--- src/hdl/hap_pkg.sv ---
// Shared types and constants for the hold-to-approve prompt block.
// No dependencies; every other file in hdl/ refers to this package by scoped name.
`default_nettype none

package hap_pkg;

    localparam int TIME_BITS     = 48;
    localparam int TIMEOUT_BITS  = 32;
    localparam int THR_BITS      = 24;
    localparam int PERMILLE_BITS = 10;
    localparam int SPAN_BITS     = TIMEOUT_BITS + PERMILLE_BITS;
    localparam int SUM_BITS      = ((TIME_BITS > SPAN_BITS) ? TIME_BITS : SPAN_BITS) + 1;
    localparam int PROD_BITS     = THR_BITS + PERMILLE_BITS;
    localparam int DIV_STEPS     = PERMILLE_BITS;
    localparam int DIV_CNT_BITS  = $clog2(DIV_STEPS);
    localparam int CFG_IDX_BITS  = 2;
    localparam int CFG_DATA_BITS = 32;
    localparam int STATUS_BITS   = 3;

    localparam logic [PERMILLE_BITS-1:0] PERMILLE = PERMILLE_BITS'(1000);

    localparam logic [TIMEOUT_BITS-1:0] TIMEOUT_RST  = TIMEOUT_BITS'(30000);
    localparam logic [THR_BITS-1:0]     HOLD_RST     = THR_BITS'(2000000);
    localparam logic [THR_BITS-1:0]     DEBOUNCE_RST = THR_BITS'(50000);
    localparam logic [THR_BITS-1:0]     BOUNCE_RST   = THR_BITS'(50000);

    typedef enum logic [STATUS_BITS-1:0] {
        STAT_IDLE    = 3'd0,
        STAT_PENDING = 3'd1,
        STAT_GRANTED = 3'd2,
        STAT_DENIED  = 3'd3,
        STAT_EXPIRED = 3'd4
    } status_t;

    typedef enum logic {
        OP_START = 1'b0,
        OP_POLL  = 1'b1
    } op_t;

    typedef enum logic [CFG_IDX_BITS-1:0] {
        CFG_TIMEOUT_MS      = 2'd0,
        CFG_HOLD_TIME       = 2'd1,
        CFG_CANCEL_DEBOUNCE = 2'd2,
        CFG_RELEASE_BOUNCE  = 2'd3
    } cfg_idx_t;

    typedef enum logic [1:0] {
        SINCE_CANCEL,
        SINCE_HOLD,
        SINCE_RELEASE,
        SINCE_DEADLINE
    } since_sel_t;

    typedef enum logic [1:0] {
        THR_DEBOUNCE,
        THR_HOLD,
        THR_BOUNCE
    } thr_sel_t;

    typedef enum logic [3:0] {
        S_IDLE,
        S_SPAN,
        S_ARM,
        S_CANCEL,
        S_CANCEL_CHK,
        S_APPROVE,
        S_GRANT_CHK,
        S_BOUNCE_CHK,
        S_HOLD_CHK,
        S_DL_CHK,
        S_PROG,
        S_MUL,
        S_DIV,
        S_OUT
    } ctrl_state_t;

    // Commands from the controller to the datapath.
    typedef struct packed {
        logic       capture;
        logic       span;
        logic       arm;
        logic       cancel_upd;
        logic       approve_upd;
        logic       release_clr;
        logic       deny;
        logic       grant;
        logic       expire;
        logic       fin_save;
        logic       prog_load;
        logic       prog_full;
        logic       held_save;
        logic       mul;
        logic       div_step;
        logic       out_load;
        since_sel_t since_sel;
        thr_sel_t   thr_sel;
    } cmd_t;

    // Status from the datapath to the controller.
    typedef struct packed {
        logic op_poll;
        logic pending;
        logic granted;
        logic a_eff;
        logic c_eff;
        logic holding;
        logic rseen;
        logic cdown;
        logic el_ge;
        logic el_not_before;
        logic el_zero;
        logic fin_ok;
        logic div_last;
        logic out_free;
    } sts_t;

endpackage

`default_nettype wire

--- src/hdl/hap_if.sv ---
// Handshake channel interfaces of the hold-to-approve prompt: request, result, config.
// Depends on hap_pkg for field widths.
`default_nettype none

interface hap_item_if;
    logic                          valid;
    logic                          ready;
    logic                          operation;
    logic                          approve_level;
    logic                          cancel_level;
    logic [hap_pkg::TIME_BITS-1:0] now_time;

    modport source (output valid, operation, approve_level, cancel_level, now_time,
                    input ready);
    modport sink   (input valid, operation, approve_level, cancel_level, now_time,
                    output ready);
endinterface

interface hap_result_if;
    logic                              valid;
    logic                              ready;
    logic [hap_pkg::STATUS_BITS-1:0]   status;
    logic [hap_pkg::PERMILLE_BITS-1:0] progress_permille;

    modport source (output valid, status, progress_permille, input ready);
    modport sink   (input valid, status, progress_permille, output ready);
endinterface

interface hap_cfg_if;
    logic                              valid;
    logic                              ready;
    logic [hap_pkg::CFG_IDX_BITS-1:0]  index;
    logic [hap_pkg::CFG_DATA_BITS-1:0] data;

    modport source (output valid, index, data, input ready);
    modport sink   (input valid, index, data, output ready);
endinterface

`default_nettype wire

--- src/hdl/hap_ctrl.sv ---
// Sequencing state machine of the hold-to-approve prompt.
// Depends on hap_pkg; drives hap_datapath through cmd_t and reads sts_t.
`default_nettype none

module hap_ctrl (
    input  wire logic          clk,
    input  wire logic          rst_n,
    input  wire logic          in_valid,
    output logic               in_ready,
    input  wire hap_pkg::sts_t sts,
    output hap_pkg::cmd_t      cmd
);

    hap_pkg::ctrl_state_t state_reg;
    hap_pkg::ctrl_state_t state_next;

    logic finishing;
    logic imm_zero;
    logic imm_full;

    assign finishing = sts.holding && sts.fin_ok && !sts.el_ge;
    assign imm_full  = sts.granted
                       || (sts.pending && sts.holding && !sts.el_zero && sts.el_ge);
    assign imm_zero  = !sts.granted && (!sts.pending || !sts.holding || sts.el_zero);

    always_ff @(posedge clk or negedge rst_n)
    begin
        if (!rst_n)
        begin
            state_reg <= hap_pkg::S_IDLE;
        end
        else
        begin
            state_reg <= state_next;
        end
    end

    always_comb
    begin
        state_next = state_reg;
        unique case (state_reg)
            hap_pkg::S_IDLE:
            begin
                if (in_valid)
                    state_next = hap_pkg::S_SPAN;
            end
            hap_pkg::S_SPAN:
            begin
                if (!sts.op_poll)
                    state_next = hap_pkg::S_ARM;
                else if (sts.pending)
                    state_next = hap_pkg::S_CANCEL;
                else
                    state_next = hap_pkg::S_PROG;
            end
            hap_pkg::S_ARM:
                state_next = hap_pkg::S_PROG;
            hap_pkg::S_CANCEL:
                state_next = sts.c_eff ? hap_pkg::S_CANCEL_CHK : hap_pkg::S_APPROVE;
            hap_pkg::S_CANCEL_CHK:
                state_next = sts.el_ge ? hap_pkg::S_PROG : hap_pkg::S_APPROVE;
            hap_pkg::S_APPROVE:
            begin
                if (sts.a_eff)
                    state_next = hap_pkg::S_GRANT_CHK;
                else if (sts.holding && sts.rseen)
                    state_next = hap_pkg::S_BOUNCE_CHK;
                else
                    state_next = hap_pkg::S_HOLD_CHK;
            end
            hap_pkg::S_GRANT_CHK:
                state_next = (!sts.cdown && sts.el_ge) ? hap_pkg::S_PROG : hap_pkg::S_HOLD_CHK;
            hap_pkg::S_BOUNCE_CHK:
                state_next = hap_pkg::S_HOLD_CHK;
            hap_pkg::S_HOLD_CHK:
                state_next = hap_pkg::S_DL_CHK;
            hap_pkg::S_DL_CHK:
                state_next = hap_pkg::S_PROG;
            hap_pkg::S_PROG:
                state_next = (imm_zero || imm_full) ? hap_pkg::S_OUT : hap_pkg::S_MUL;
            hap_pkg::S_MUL:
                state_next = hap_pkg::S_DIV;
            hap_pkg::S_DIV:
            begin
                if (sts.div_last)
                    state_next = hap_pkg::S_OUT;
            end
            hap_pkg::S_OUT:
            begin
                if (sts.out_free)
                    state_next = hap_pkg::S_IDLE;
            end
            default:
                state_next = hap_pkg::S_IDLE;
        endcase
    end

    always_comb
    begin
        cmd           = '0;
        cmd.since_sel = hap_pkg::SINCE_HOLD;
        cmd.thr_sel   = hap_pkg::THR_HOLD;
        in_ready      = 1'b0;
        unique case (state_reg)
            hap_pkg::S_IDLE:
            begin
                in_ready    = 1'b1;
                cmd.capture = in_valid;
            end
            hap_pkg::S_SPAN:
                cmd.span = 1'b1;
            hap_pkg::S_ARM:
                cmd.arm = 1'b1;
            hap_pkg::S_CANCEL:
                cmd.cancel_upd = 1'b1;
            hap_pkg::S_CANCEL_CHK:
            begin
                cmd.since_sel = hap_pkg::SINCE_CANCEL;
                cmd.thr_sel   = hap_pkg::THR_DEBOUNCE;
                cmd.deny      = sts.el_ge;
            end
            hap_pkg::S_APPROVE:
                cmd.approve_upd = 1'b1;
            hap_pkg::S_GRANT_CHK:
                cmd.grant = !sts.cdown && sts.el_ge;
            hap_pkg::S_BOUNCE_CHK:
            begin
                cmd.since_sel   = hap_pkg::SINCE_RELEASE;
                cmd.thr_sel     = hap_pkg::THR_BOUNCE;
                cmd.release_clr = sts.el_ge;
            end
            hap_pkg::S_HOLD_CHK:
                cmd.fin_save = 1'b1;
            hap_pkg::S_DL_CHK:
            begin
                cmd.since_sel = hap_pkg::SINCE_DEADLINE;
                cmd.expire    = sts.el_not_before && !finishing;
            end
            hap_pkg::S_PROG:
            begin
                cmd.prog_load = imm_zero || imm_full;
                cmd.prog_full = imm_full;
                cmd.held_save = !(imm_zero || imm_full);
            end
            hap_pkg::S_MUL:
                cmd.mul = 1'b1;
            hap_pkg::S_DIV:
                cmd.div_step = 1'b1;
            hap_pkg::S_OUT:
                cmd.out_load = sts.out_free;
            default:
                cmd.since_sel = hap_pkg::SINCE_HOLD;
        endcase
    end

endmodule

`default_nettype wire

--- src/hdl/hap_datapath.sv ---
// Datapath of the hold-to-approve prompt: config and prompt registers, elapsed-time
// comparator, deadline adder, radix-2 permille divider, result register. Depends on hap_pkg.
`default_nettype none

module hap_datapath (
    input  wire logic                                clk,
    input  wire logic                                rst_n,
    input  wire hap_pkg::cmd_t                       cmd,
    output hap_pkg::sts_t                            sts,
    input  wire logic                                item_operation,
    input  wire logic                                item_approve,
    input  wire logic                                item_cancel,
    input  wire logic [hap_pkg::TIME_BITS-1:0]       item_now,
    input  wire logic                                cfg_valid,
    input  wire logic [hap_pkg::CFG_IDX_BITS-1:0]    cfg_index,
    input  wire logic [hap_pkg::CFG_DATA_BITS-1:0]   cfg_data,
    output logic                                     out_valid,
    input  wire logic                                out_ready,
    output logic [hap_pkg::STATUS_BITS-1:0]          out_status,
    output logic [hap_pkg::PERMILLE_BITS-1:0]        out_progress
);

    localparam int TB = hap_pkg::TIME_BITS;

    // Configuration
    logic [hap_pkg::TIMEOUT_BITS-1:0] timeout_reg;
    logic [hap_pkg::THR_BITS-1:0]     hold_reg;
    logic [hap_pkg::THR_BITS-1:0]     debounce_reg;
    logic [hap_pkg::THR_BITS-1:0]     bounce_reg;

    // Captured request
    logic          op_reg;
    logic          appr_reg;
    logic          canc_reg;
    logic [TB-1:0] now_reg;

    // Prompt state
    hap_pkg::status_t status_reg;
    logic [TB-1:0]    deadline_reg;
    logic             a_stale_reg;
    logic             c_stale_reg;
    logic             holding_reg;
    logic [TB-1:0]    hstart_reg;
    logic             rseen_reg;
    logic [TB-1:0]    rstart_reg;
    logic             cdown_reg;
    logic [TB-1:0]    cstart_reg;

    // Working registers
    logic [hap_pkg::SPAN_BITS-1:0]     span_reg;
    logic                              fin_ok_reg;
    logic [hap_pkg::THR_BITS-1:0]      held_reg;
    logic [hap_pkg::PROD_BITS-1:0]     rem_reg;
    logic [hap_pkg::PROD_BITS-1:0]     dsh_reg;
    logic [hap_pkg::PERMILLE_BITS-1:0] q_reg;
    logic [hap_pkg::DIV_CNT_BITS-1:0]  div_cnt_reg;

    // Result register
    logic                              out_valid_reg;
    logic [hap_pkg::STATUS_BITS-1:0]   out_status_reg;
    logic [hap_pkg::PERMILLE_BITS-1:0] out_prog_reg;

    logic [TB-1:0]                 since;
    logic [hap_pkg::THR_BITS-1:0]  thr;
    logic [TB:0]                   diff;
    logic                          el_not_before;
    logic [TB-1:0]                 el;
    logic                          el_ge;
    logic [hap_pkg::SUM_BITS-1:0]  dl_sum;
    logic [TB-1:0]                 dl_next;
    logic                          a_eff;
    logic                          c_eff;
    logic                          div_fit;
    logic                          out_free;

    // Elapsed-time comparator, shared by every check
    always_comb
    begin
        unique case (cmd.since_sel)
            hap_pkg::SINCE_CANCEL:   since = cstart_reg;
            hap_pkg::SINCE_HOLD:     since = hstart_reg;
            hap_pkg::SINCE_RELEASE:  since = rstart_reg;
            hap_pkg::SINCE_DEADLINE: since = deadline_reg;
            default:                 since = hstart_reg;
        endcase
        unique case (cmd.thr_sel)
            hap_pkg::THR_DEBOUNCE: thr = debounce_reg;
            hap_pkg::THR_HOLD:     thr = hold_reg;
            hap_pkg::THR_BOUNCE:   thr = bounce_reg;
            default:               thr = hold_reg;
        endcase
    end

    assign diff          = {1'b0, now_reg} - {1'b0, since};
    assign el_not_before = ~diff[TB];
    assign el            = el_not_before ? diff[TB-1:0] : '0;
    assign el_ge         = el >= TB'(thr);

    // Deadline: now plus span, clamped at the top of the time range
    assign dl_sum  = hap_pkg::SUM_BITS'(now_reg) + hap_pkg::SUM_BITS'(span_reg);
    assign dl_next = (|dl_sum[hap_pkg::SUM_BITS-1:TB]) ? '1 : dl_sum[TB-1:0];

    assign a_eff    = appr_reg & ~a_stale_reg;
    assign c_eff    = canc_reg & ~c_stale_reg;
    assign div_fit  = rem_reg >= dsh_reg;
    assign out_free = ~out_valid_reg | out_ready;

    always_comb
    begin
        sts               = '0;
        sts.op_poll       = (op_reg == hap_pkg::OP_POLL);
        sts.pending       = (status_reg == hap_pkg::STAT_PENDING);
        sts.granted       = (status_reg == hap_pkg::STAT_GRANTED);
        sts.a_eff         = a_eff;
        sts.c_eff         = c_eff;
        sts.holding       = holding_reg;
        sts.rseen         = rseen_reg;
        sts.cdown         = cdown_reg;
        sts.el_ge         = el_ge;
        sts.el_not_before = el_not_before;
        sts.el_zero       = (el == '0);
        sts.fin_ok        = fin_ok_reg;
        sts.div_last      = (div_cnt_reg == '0);
        sts.out_free      = out_free;
    end

    // Configuration writes
    always_ff @(posedge clk or negedge rst_n)
    begin
        if (!rst_n)
        begin
            timeout_reg  <= hap_pkg::TIMEOUT_RST;
            hold_reg     <= hap_pkg::HOLD_RST;
            debounce_reg <= hap_pkg::DEBOUNCE_RST;
            bounce_reg   <= hap_pkg::BOUNCE_RST;
        end
        else if (cfg_valid)
        begin
            unique case (hap_pkg::cfg_idx_t'(cfg_index))
                hap_pkg::CFG_TIMEOUT_MS:      timeout_reg  <= cfg_data;
                hap_pkg::CFG_HOLD_TIME:       hold_reg     <= cfg_data[hap_pkg::THR_BITS-1:0];
                hap_pkg::CFG_CANCEL_DEBOUNCE: debounce_reg <= cfg_data[hap_pkg::THR_BITS-1:0];
                hap_pkg::CFG_RELEASE_BOUNCE:  bounce_reg   <= cfg_data[hap_pkg::THR_BITS-1:0];
                default:                      timeout_reg  <= timeout_reg;
            endcase
        end
    end

    // Prompt state
    always_ff @(posedge clk or negedge rst_n)
    begin
        if (!rst_n)
        begin
            status_reg   <= hap_pkg::STAT_IDLE;
            deadline_reg <= '0;
            a_stale_reg  <= 1'b1;
            c_stale_reg  <= 1'b1;
            holding_reg  <= 1'b0;
            hstart_reg   <= '0;
            rseen_reg    <= 1'b0;
            rstart_reg   <= '0;
            cdown_reg    <= 1'b0;
            cstart_reg   <= '0;
        end
        else
        begin
            if (cmd.arm)
            begin
                status_reg   <= hap_pkg::STAT_PENDING;
                deadline_reg <= dl_next;
                a_stale_reg  <= 1'b1;
                c_stale_reg  <= 1'b1;
                holding_reg  <= 1'b0;
                hstart_reg   <= '0;
                rseen_reg    <= 1'b0;
                rstart_reg   <= '0;
                cdown_reg    <= 1'b0;
                cstart_reg   <= '0;
            end
            if (cmd.cancel_upd)
            begin
                a_stale_reg <= a_stale_reg & appr_reg;
                c_stale_reg <= c_stale_reg & canc_reg;
                if (c_eff)
                begin
                    if (!cdown_reg)
                    begin
                        cdown_reg  <= 1'b1;
                        cstart_reg <= now_reg;
                    end
                end
                else
                begin
                    cdown_reg <= 1'b0;
                end
            end
            if (cmd.approve_upd)
            begin
                if (a_eff)
                begin
                    if (!holding_reg)
                    begin
                        holding_reg <= 1'b1;
                        hstart_reg  <= now_reg;
                    end
                    rseen_reg <= 1'b0;
                end
                else if (holding_reg && !rseen_reg)
                begin
                    rseen_reg  <= 1'b1;
                    rstart_reg <= now_reg;
                end
            end
            if (cmd.release_clr)
            begin
                holding_reg <= 1'b0;
                rseen_reg   <= 1'b0;
            end
            if (cmd.deny)
                status_reg <= hap_pkg::STAT_DENIED;
            if (cmd.grant)
                status_reg <= hap_pkg::STAT_GRANTED;
            if (cmd.expire)
                status_reg <= hap_pkg::STAT_EXPIRED;
        end
    end

    // Request capture and working registers
    always_ff @(posedge clk)
    begin
        if (cmd.capture)
        begin
            op_reg   <= item_operation;
            appr_reg <= item_approve;
            canc_reg <= item_cancel;
            now_reg  <= item_now;
        end
        if (cmd.span)
            span_reg <= hap_pkg::SPAN_BITS'(timeout_reg) * hap_pkg::SPAN_BITS'(hap_pkg::PERMILLE);
        if (cmd.fin_save)
            fin_ok_reg <= ~el_ge;
        if (cmd.held_save)
            held_reg <= el[hap_pkg::THR_BITS-1:0];
        if (cmd.prog_load)
            q_reg <= cmd.prog_full ? hap_pkg::PERMILLE : '0;
        if (cmd.mul)
        begin
            rem_reg     <= hap_pkg::PROD_BITS'(held_reg)
                           * hap_pkg::PROD_BITS'(hap_pkg::PERMILLE);
            dsh_reg     <= hap_pkg::PROD_BITS'(hold_reg) << (hap_pkg::DIV_STEPS - 1);
            q_reg       <= '0;
            div_cnt_reg <= hap_pkg::DIV_CNT_BITS'(hap_pkg::DIV_STEPS - 1);
        end
        if (cmd.div_step)
        begin
            if (div_fit)
                rem_reg <= rem_reg - dsh_reg;
            q_reg       <= {q_reg[hap_pkg::PERMILLE_BITS-2:0], div_fit};
            dsh_reg     <= dsh_reg >> 1;
            div_cnt_reg <= div_cnt_reg - 1'b1;
        end
    end

    // Result register
    always_ff @(posedge clk or negedge rst_n)
    begin
        if (!rst_n)
        begin
            out_valid_reg <= 1'b0;
        end
        else if (cmd.out_load)
        begin
            out_valid_reg <= 1'b1;
        end
        else if (out_ready)
        begin
            out_valid_reg <= 1'b0;
        end
    end

    always_ff @(posedge clk)
    begin
        if (cmd.out_load)
        begin
            out_status_reg <= status_reg;
            out_prog_reg   <= q_reg;
        end
    end

    assign out_valid    = out_valid_reg;
    assign out_status   = out_status_reg;
    assign out_progress = out_prog_reg;

endmodule

`default_nettype wire

--- src/hdl/hold_to_approve_prompt.sv ---
// Top level of the hold-to-approve prompt: controller plus datapath behind three channels.
// Depends on hap_pkg, hap_if (channel interfaces), hap_ctrl and hap_datapath.
`default_nettype none

// Two-button confirmation prompt. A request with operation 0 arms a prompt whose
// deadline is now_time plus 1000 times the timeout register (milliseconds), clamped
// at the largest time value; operation 1 polls the approve and cancel levels at
// now_time. Each request yields exactly one result: the prompt status (idle, pending,
// granted, denied, expired) and the approve hold progress in permille. One request
// is worked on at a time. The controller walks a poll through one shared elapsed-time
// comparator (one check per cycle), and a 10-step radix-2 divider forms the permille
// value when a hold is partly done. The result sits in an output register, so a new
// request is taken while the previous result waits; if that result is still waiting
// when the next one is done, the controller holds it and takes no new request.
// Configuration writes are always ready and take effect at once; write them only
// while no request is in flight. now_time must not decrease between requests;
// if it does, elapsed times read as zero.

module hold_to_approve_prompt (
    input  wire logic    clk,
    input  wire logic    rst_n,
    hap_item_if.sink     item,
    hap_result_if.source result,
    hap_cfg_if.sink      cfg
);

    hap_pkg::cmd_t cmd;
    hap_pkg::sts_t sts;
    logic          in_ready;

    // Config is register writes only; never stall the writer.
    assign cfg.ready  = 1'b1;
    assign item.ready = in_ready;

    hap_ctrl u_ctrl (
        .clk      (clk),
        .rst_n    (rst_n),
        .in_valid (item.valid),
        .in_ready (in_ready),
        .sts      (sts),
        .cmd      (cmd)
    );

    hap_datapath u_datapath (
        .clk            (clk),
        .rst_n          (rst_n),
        .cmd            (cmd),
        .sts            (sts),
        .item_operation (item.operation),
        .item_approve   (item.approve_level),
        .item_cancel    (item.cancel_level),
        .item_now       (item.now_time),
        .cfg_valid      (cfg.valid),
        .cfg_index      (cfg.index),
        .cfg_data       (cfg.data),
        .out_valid      (result.valid),
        .out_ready      (result.ready),
        .out_status     (result.status),
        .out_progress   (result.progress_permille)
    );

endmodule

`default_nettype wire

--- src/flat_wrapper.sv ---
// flat-port wrapper written by rule: the top's interface ports become plain ports
module hold_to_approve_prompt_flat 
  (clk, rst_n, item_valid, item_operation, item_approve_level, item_cancel_level, item_now_time, item_ready, result_valid, result_status, result_progress_permille, result_ready, cfg_valid, cfg_index, cfg_data, cfg_ready);
  hap_item_if item_i ();
  hap_result_if result_i ();
  hap_cfg_if cfg_i ();
  input  wire logic clk;
  input  wire logic rst_n;
  input wire logic [$bits(item_i.valid)-1:0] item_valid;
  input wire logic [$bits(item_i.operation)-1:0] item_operation;
  input wire logic [$bits(item_i.approve_level)-1:0] item_approve_level;
  input wire logic [$bits(item_i.cancel_level)-1:0] item_cancel_level;
  input wire logic [$bits(item_i.now_time)-1:0] item_now_time;
  output wire logic [$bits(item_i.ready)-1:0] item_ready;
  output wire logic [$bits(result_i.valid)-1:0] result_valid;
  output wire logic [$bits(result_i.status)-1:0] result_status;
  output wire logic [$bits(result_i.progress_permille)-1:0] result_progress_permille;
  input wire logic [$bits(result_i.ready)-1:0] result_ready;
  input wire logic [$bits(cfg_i.valid)-1:0] cfg_valid;
  input wire logic [$bits(cfg_i.index)-1:0] cfg_index;
  input wire logic [$bits(cfg_i.data)-1:0] cfg_data;
  output wire logic [$bits(cfg_i.ready)-1:0] cfg_ready;
  assign item_i.valid = item_valid;
  assign item_i.operation = item_operation;
  assign item_i.approve_level = item_approve_level;
  assign item_i.cancel_level = item_cancel_level;
  assign item_i.now_time = item_now_time;
  assign item_ready = item_i.ready;
  assign result_valid = result_i.valid;
  assign result_status = result_i.status;
  assign result_progress_permille = result_i.progress_permille;
  assign result_i.ready = result_ready;
  assign cfg_i.valid = cfg_valid;
  assign cfg_i.index = cfg_index;
  assign cfg_i.data = cfg_data;
  assign cfg_ready = cfg_i.ready;
  hold_to_approve_prompt u_core (.clk(clk), .rst_n(rst_n), .item(item_i), .result(result_i), .cfg(cfg_i));
endmodule
--- config.mk ---
export PLATFORM = sky130hd
export DESIGN_NAME = hold_to_approve_prompt_flat
export DESIGN_NICKNAME = d
export VERILOG_FILES = /design/src/hdl/hap_pkg.sv /design/src/hdl/hap_if.sv /design/src/hdl/hap_ctrl.sv /design/src/hdl/hap_datapath.sv /design/src/hdl/hold_to_approve_prompt.sv /design/src/flat_wrapper.sv
export SDC_FILE = /design/constraint.sdc
export NUM_CORES = 2
export LEC_CHECK = 0
export ABC_AREA = 1
export BUFFER_PORTS_ARGS = -buffer_cell sky130_fd_sc_hd__buf_2
export CAP_MARGIN = 20
export CORE_AREA = 2 2 362 364
export CTS_BUF_LIST = sky130_fd_sc_hd__clkbuf_8
export DETAILED_ROUTE_END_ITERATION = 12
export DIE_AREA = 0 0 364 366
export PLACE_DENSITY = 0.5
export SYNTH_ARGS = -nofsm -noshare
export SYNTH_HDL_FRONTEND = slang
export SYNTH_SLANG_ARGS = --single-unit
--- constraint.sdc ---
create_clock -name clk -period 5.5 [get_ports clk]
set_clock_uncertainty 0.1 [all_clocks]
set_input_delay 0.825 -clock clk [delete_from_list [all_inputs] [get_ports clk]]
set_output_delay 0.825 -clock clk [all_outputs]
set_load 0.01 [all_outputs]
---- Yosys cells after proc, flatten, opt, wreduce, memory -nomap -nowiden ----
Index checks and enable logic that the tools add are counted.
operators by class
  $lt $le $gt $ge ......................... 2
  add/subtract/negate cells ............... 4
  shifts and indexed selects .............. 0
  $mul .................................... 2
  divide/modulo/power cells ............... 0
  equality and inequality tests ........... 25
  bitwise logic cells ..................... 10
  mux-type cells .......................... 79
  reductions and logical operators ........ 40
operators by type and width
  operator                                                                count
  48-bit two-way mux                                                      14
  48-bit one-hot mux with 4 select lines                                  1
  34-bit two-way mux                                                      3
  4-bit one-hot mux with 13 select lines                                  1
  48-bit by 42-bit adder with 49-bit output                               1
  48-bit by 48-bit subtractor with 49-bit output                          1
  48-bit by 24-bit >= comparator with 1-bit output                        1
  48-bit zero test                                                        1
  24-bit one-hot mux with 2 select lines                                  1
  10-bit two-way mux                                                      4
  4-bit two-way mux                                                       10
  32-bit by 7-bit multiplier with 39-bit output (second input constant)   1
  34-bit by 33-bit >= comparator with 1-bit output                        1
  1-bit two-way mux                                                       34
  34-bit by 33-bit subtractor with 34-bit output                          1
  33-bit two-way mux                                                      1
  32-bit two-way mux                                                      1
  24-bit by 7-bit multiplier with 31-bit output (second input constant)   1
  4-bit equality test (second input constant)                             6
  3-bit two-way mux                                                       6
  4-bit by 3-bit equality test with 1-bit output (second input constant)  4
  2-bit equality test (second input constant)                             5
  1-bit logical AND                                                       10
  1-bit zero test                                                         9
  23 further kinds                                                        44
storage, ports and cells
  memory bits (writable) .................. 0
  latch bits .............................. 0
  bits of input ports ..................... 90
  memories ................................ 0
  output and inout bits ................... 16
  bits in registers ....................... 518
  ROM bits ................................ 0
  word-level logic and storage cells ...... 192

---- Logic depth before layout (Yosys ltp) ----
  depth in word-level cells ............... 18
  gate-level depth with buffers ........... 44
  mapped depth without buffers ............ 40

---- Cells and area by module ----
Synthesis repeated with hierarchy kept, for this count alone.
second synthesis, totals
  cells, all modules ...................... 5097
  area, all modules ....................... 40309.9 sq um
by module, submodules not included
  module                  area each (sq um)  cells each  instances
  hap_datapath            39695.6            4980        1
  hap_ctrl                603.1              115         1
  hold_to_approve_prompt  11.3               2           1

---- Least setup slack after synthesis ----
No wires, ideal clock.
  path kind ............................... reg2reg
  from .................................... reg u_core.u_ctrl.state_reg[3]
  to ...................................... reg u_core.u_datapath.held_reg[0] (netlist name) (enable)
  arrival time ............................ 5.438 ns
  setup slack ............................. -0.417 ns
  buffers on the path ..................... 4
  data required time ...................... 5.021 ns
  setup time .............................. 0.379 ns
  cell stages (with the launch flop) ...... 38
  cells stage by stage .................... dfrtp_1 -> nor2_1 -> inv_1 -> nor2_1 -> nor2_1 -> inv_1 -> nor2_1 -> clkbuf_1 -> buf_1 -> nand2_1 -> a21oi_1 -> ha_1 -> fa_1 -> inv_1 -> nand2_1 -> nand2_1 -> nand3_2 -> nand2_2 -> [... 2 more ...] -> nand2_2 -> nand3_4 -> buf_4 -> clkbuf_1 -> nand2_1 -> inv_1 -> ha_1 -> nand2_1 -> inv_1 -> o21ai_0 -> a211o_1 -> nand3_1 -> o21ai_0 -> o211a_1 -> nand2_2 -> nor2_8 -> nand4_1 -> inv_1
RTL lines
  what                      RTL line             text
  start: declaration        hap_ctrl.sv:14       hap_pkg::ctrl_state_t state_reg;
  start signal: assignment  hap_ctrl.sv:30       state_reg <= hap_pkg::S_IDLE;
  start signal: assignment  hap_ctrl.sv:34       state_reg <= state_next;
  end signal: assignment    hap_datapath.sv:243  held_reg <= el[hap_pkg::THR_BITS-1:0];
  end: declaration          hap_datapath.sv:52   logic [hap_pkg::THR_BITS-1:0] held_reg;

==> results.md <==
- Data arrives at the worst endpoint at 5.69 ns.
- The type of origin of the critical path is a flip-flop.
- The largest area contributor in the netlist is sky130_fd_sc_hd__dfrtp_1.
- The top fanout value on the critical path is 7.
- The area occupied by registers is 13700 sq um.
- The cell count after synthesis came out at 4649.
- Dividing the final minimum period by the clock period gives 0.968.
- The maximum count of clock buffers along a single path is 3.
- Clock-pin slew was measured on the worst setup and hold paths at 0.07 ns.
- The transition at the pin with the smallest max-transition slack is 1.10 ns.
- The number of nets in the synthesized netlist is 5245.
- The initial utilization of the core area, before any placement, comes to 0.299.
- Of the cells placed in the final design, the portion with a size suffix greater than 1 is 0.167.
- The initial antenna violation count is 6.
- The net count of the finished layout is 5644.
- The number of sinks driven by the clock tree is 518.
- The multi-input gate area in the final layout is 22600 sq um.
- In the layout the commonest cells are sky130_fd_sc_hd__nand2_1 (1022), sky130_fd_sc_hd__inv_1 (590), sky130_fd_sc_hd__o21ai_0 (426).
- The first-pass iteration count of the detailed router is 5.
- The remaining antenna violation count is 0.
- In the synthesized netlist the dominant register cell turns out to be sky130_fd_sc_hd__dfrtp_1.
- The via count of the first global-routing pass is 32800.
- In this run the cell area of the synthesized design comes to 38500 sq um.
- The number of clock buffers inserted by TritonCTS is 92.
- The boundary pin count is 106.
- The HPWL after detailed placement is 97500 um.
- At the end of routability-driven placement, the weighted congestion stood at 0.915.
- The kind of critical path is flip-flop to flip-flop.
- The cell that appears most often on the critical path is sky130_fd_sc_hd__nand2_2.
- The post-synthesis to final-layout area growth is 19.6%.
- The number of enable flip-flop cells after synthesis is 175.
- In this design, the stage delay of the slowest critical-path cell is 0.45 ns.
- The tool flagged a number of max-cap violations equal to 0.
- The number of port buffers is 104.
- The setup-violating endpoint count in the final report is 0.
- The mean routed wirelength per cell is 18.1 um.
- The leading cell type in the layout, fill and taps excluded is sky130_fd_sc_hd__nand2_1.
- The data required time of the worst path is 5.87 ns.
- The clock latency of the later-clocked register in the worst-skew pair is 0.78 ns.
- The H-tree depth is 3.
- The total routed wirelength is 124000 um.
- Across every metal layer, demand over resource in global routing totals 0.184.
- The number of different library cells used by synthesis comes to 77.
- Setup repair after global routing could not meet its margin everywhere.
- The cell with the biggest individual delay on the critical path is sky130_fd_sc_hd__dfrtp_2.
- The max-slew violation total from the final report is 0.
- The filler cell count in the final layout is 13500.
- Based on the critical path, the design can be clocked at up to 0.188 GHz.
- The share of flip-flops with an asynchronous set or reset is 0.597.
- The via-per-instance ratio is 4.81.
- Entering global routing, the biggest net connects 122 pins.
- The wire length of the first global-routing pass is 190000 um.
- The total overflow reported by the global router is 0.
- The type of element capturing the critical path is a flip-flop.
- The number of rows in the core area is 132.
- Yosys attributes the largest share of cell area to sky130_fd_sc_hd__dfrtp_1 (18%), sky130_fd_sc_hd__edfxtp_1 (14%), sky130_fd_sc_hd__fa_1 (11%), sky130_fd_sc_hd__nand2_1 (10%), sky130_fd_sc_hd__ha_1 (9.7%).
- The average cell area after synthesis is 8.29 sq um.
- The flow ran to the end, and the final reports show no timing, DRC or antenna violations.
- The normalized max-slew margin is 0.264.
- The smallest clock period supported by the final layout is computed as 5.32 ns.
- Summing all placed instances gives a cell area of 43100 sq um.
- The detailed router finished its first iteration with 2116 violations.
- The post-route standard cell area excluding fillers is 46100 sq um.
- From bottom edge to top edge, the die measures 366 um.
- Counting flops and latches in the post-synthesis netlist gives 518.
- The sequential area share after synthesis is 0.355.
- The TritonCTS clock tree is built.
- The fraction of post-synthesis cell area in the top cell type by area is 0.182.
- The area enclosed by the die boundary is 133000 sq um.
- The class of the worst hold path is input port to flip-flop.
- The horizontal die dimension is 364 um.
- The cell at the root of the clock tree is sky130_fd_sc_hd__clkbuf_8.
- The DRC violations left is 0.
- The placeable core region is 129000 sq um.
- For this run, the number of Yosys warnings is 0.
- The final route contains 33000 vias.
- The hold violation count in the final report came to 0.
area by class of cell:
class                      instances  share of cell area
multi-input combinational       3371               0.490
sequential                       518               0.297
timing repair buffer             436              0.0716
inverter                         629              0.0515
tap                             1742              0.0473
clock buffer                     112              0.0334
clock inverter                    57             0.00895
antenna                            3            0.000163
Yosys cell counts (all sizes together), types with 13 or more instances:
cell type / count
dfstp: 28
edfxtp: 175
nor3: 32
or2: 18
xor2: 83
inv: 627
a21oi: 265
nand4: 51
a21o: 13
buf: 27
dfrtp: 281
dfxtp: 34
nand3: 275
ha: 299
xnor2: 43
nor2: 327
clkbuf: 107
a221oi: 21
o211ai: 18
fa: 207
o21a: 14
nand2: 1073
a22o: 22
a31oi: 43
o21ai: 454
worst paths after layout:
path | from | endpoint | slack (ns) | cells past startpoint
setup / recovery | u_core.u_ctrl.state_reg[1] | u_core.u_datapath.held_reg[2] | 0.18 | 33
hold / removal | item_now_time[18] | u_core.u_datapath.now_reg[18] | 0.12 | 1
setup reg to reg | u_core.u_ctrl.state_reg[1] | u_core.u_datapath.held_reg[2] | 0.18 | 33
hold reg to reg | u_core.u_datapath.q_reg[9] | u_core.u_datapath.out_progress[9] | 0.35 | 0
max in group asynchronous | rst_n | u_core.u_ctrl.state_reg[1] | 3.53 | 3
min in group asynchronous | rst_n | u_core.u_datapath.deadline_reg[30] | 0.50 | 2
critical path, delay by kind of cell, from the launching register on:
family          cells  cell delay [ns]
buf+inv            11             1.43
fa+ha+maj           2             0.62
simple gates       13             1.48
flops               1             0.45
compound gates      7             0.89
cell families after synthesis:
logic type      Yosys count  synth area share
simple gates           1802             0.197
compound gates          926             0.136
buf+inv                 763            0.0757
flops                   518             0.355
fa+ha+maj               506             0.205
xor+xnor                126            0.0286
mux                       7           0.00201
other cells               1         0.0000973
timing repair:
action | 4_1_cts | 5_1_grt
pin swaps | 0 | 76
hold endpoints to repair | 44 | 0
gates cloned | 0 | 8
resized for setup | 2 | 165
hold buffers | 1 | 0
endpoints found under the setup margin | 24 | 61
setup buffers | 0 | 35
through the flow:
stage / hold slack (ns) / TNS (ns) / utilization / setup WS, ns / std cells
detailed placement: 0.334 / 0 / 0.334 / 0.0317 / 6653
CTS: 0.0276 / 0 / 0.350 / 0.0416 / 6823
floorplan: 0.300 / 0 / - / 0.0781 / 4649
global route: 0.0666 / -1.20 / 0.357 / -0.0638 / 6868
global placement: 0.329 / 0 / 0.334 / 0.0900 / 6652
finish: 0.118 / 0 / 0.357 / 0.178 / 6868
per-layer routing:
metal / wire length, um / GRT usage / vias to the layer above
li1: - / - / 16200
met1: 58000 / 0.256 / 15900
met2: 57100 / 0.295 / 675
met3: 5110 / 0.0212 / 157
met4: 4210 / 0.0673 / 4
met5: 22 / 0 / -
Power is left out: the tool's default activity adds up to more than one toggle a clock period on the data nets, which glitch-free logic cannot reach.
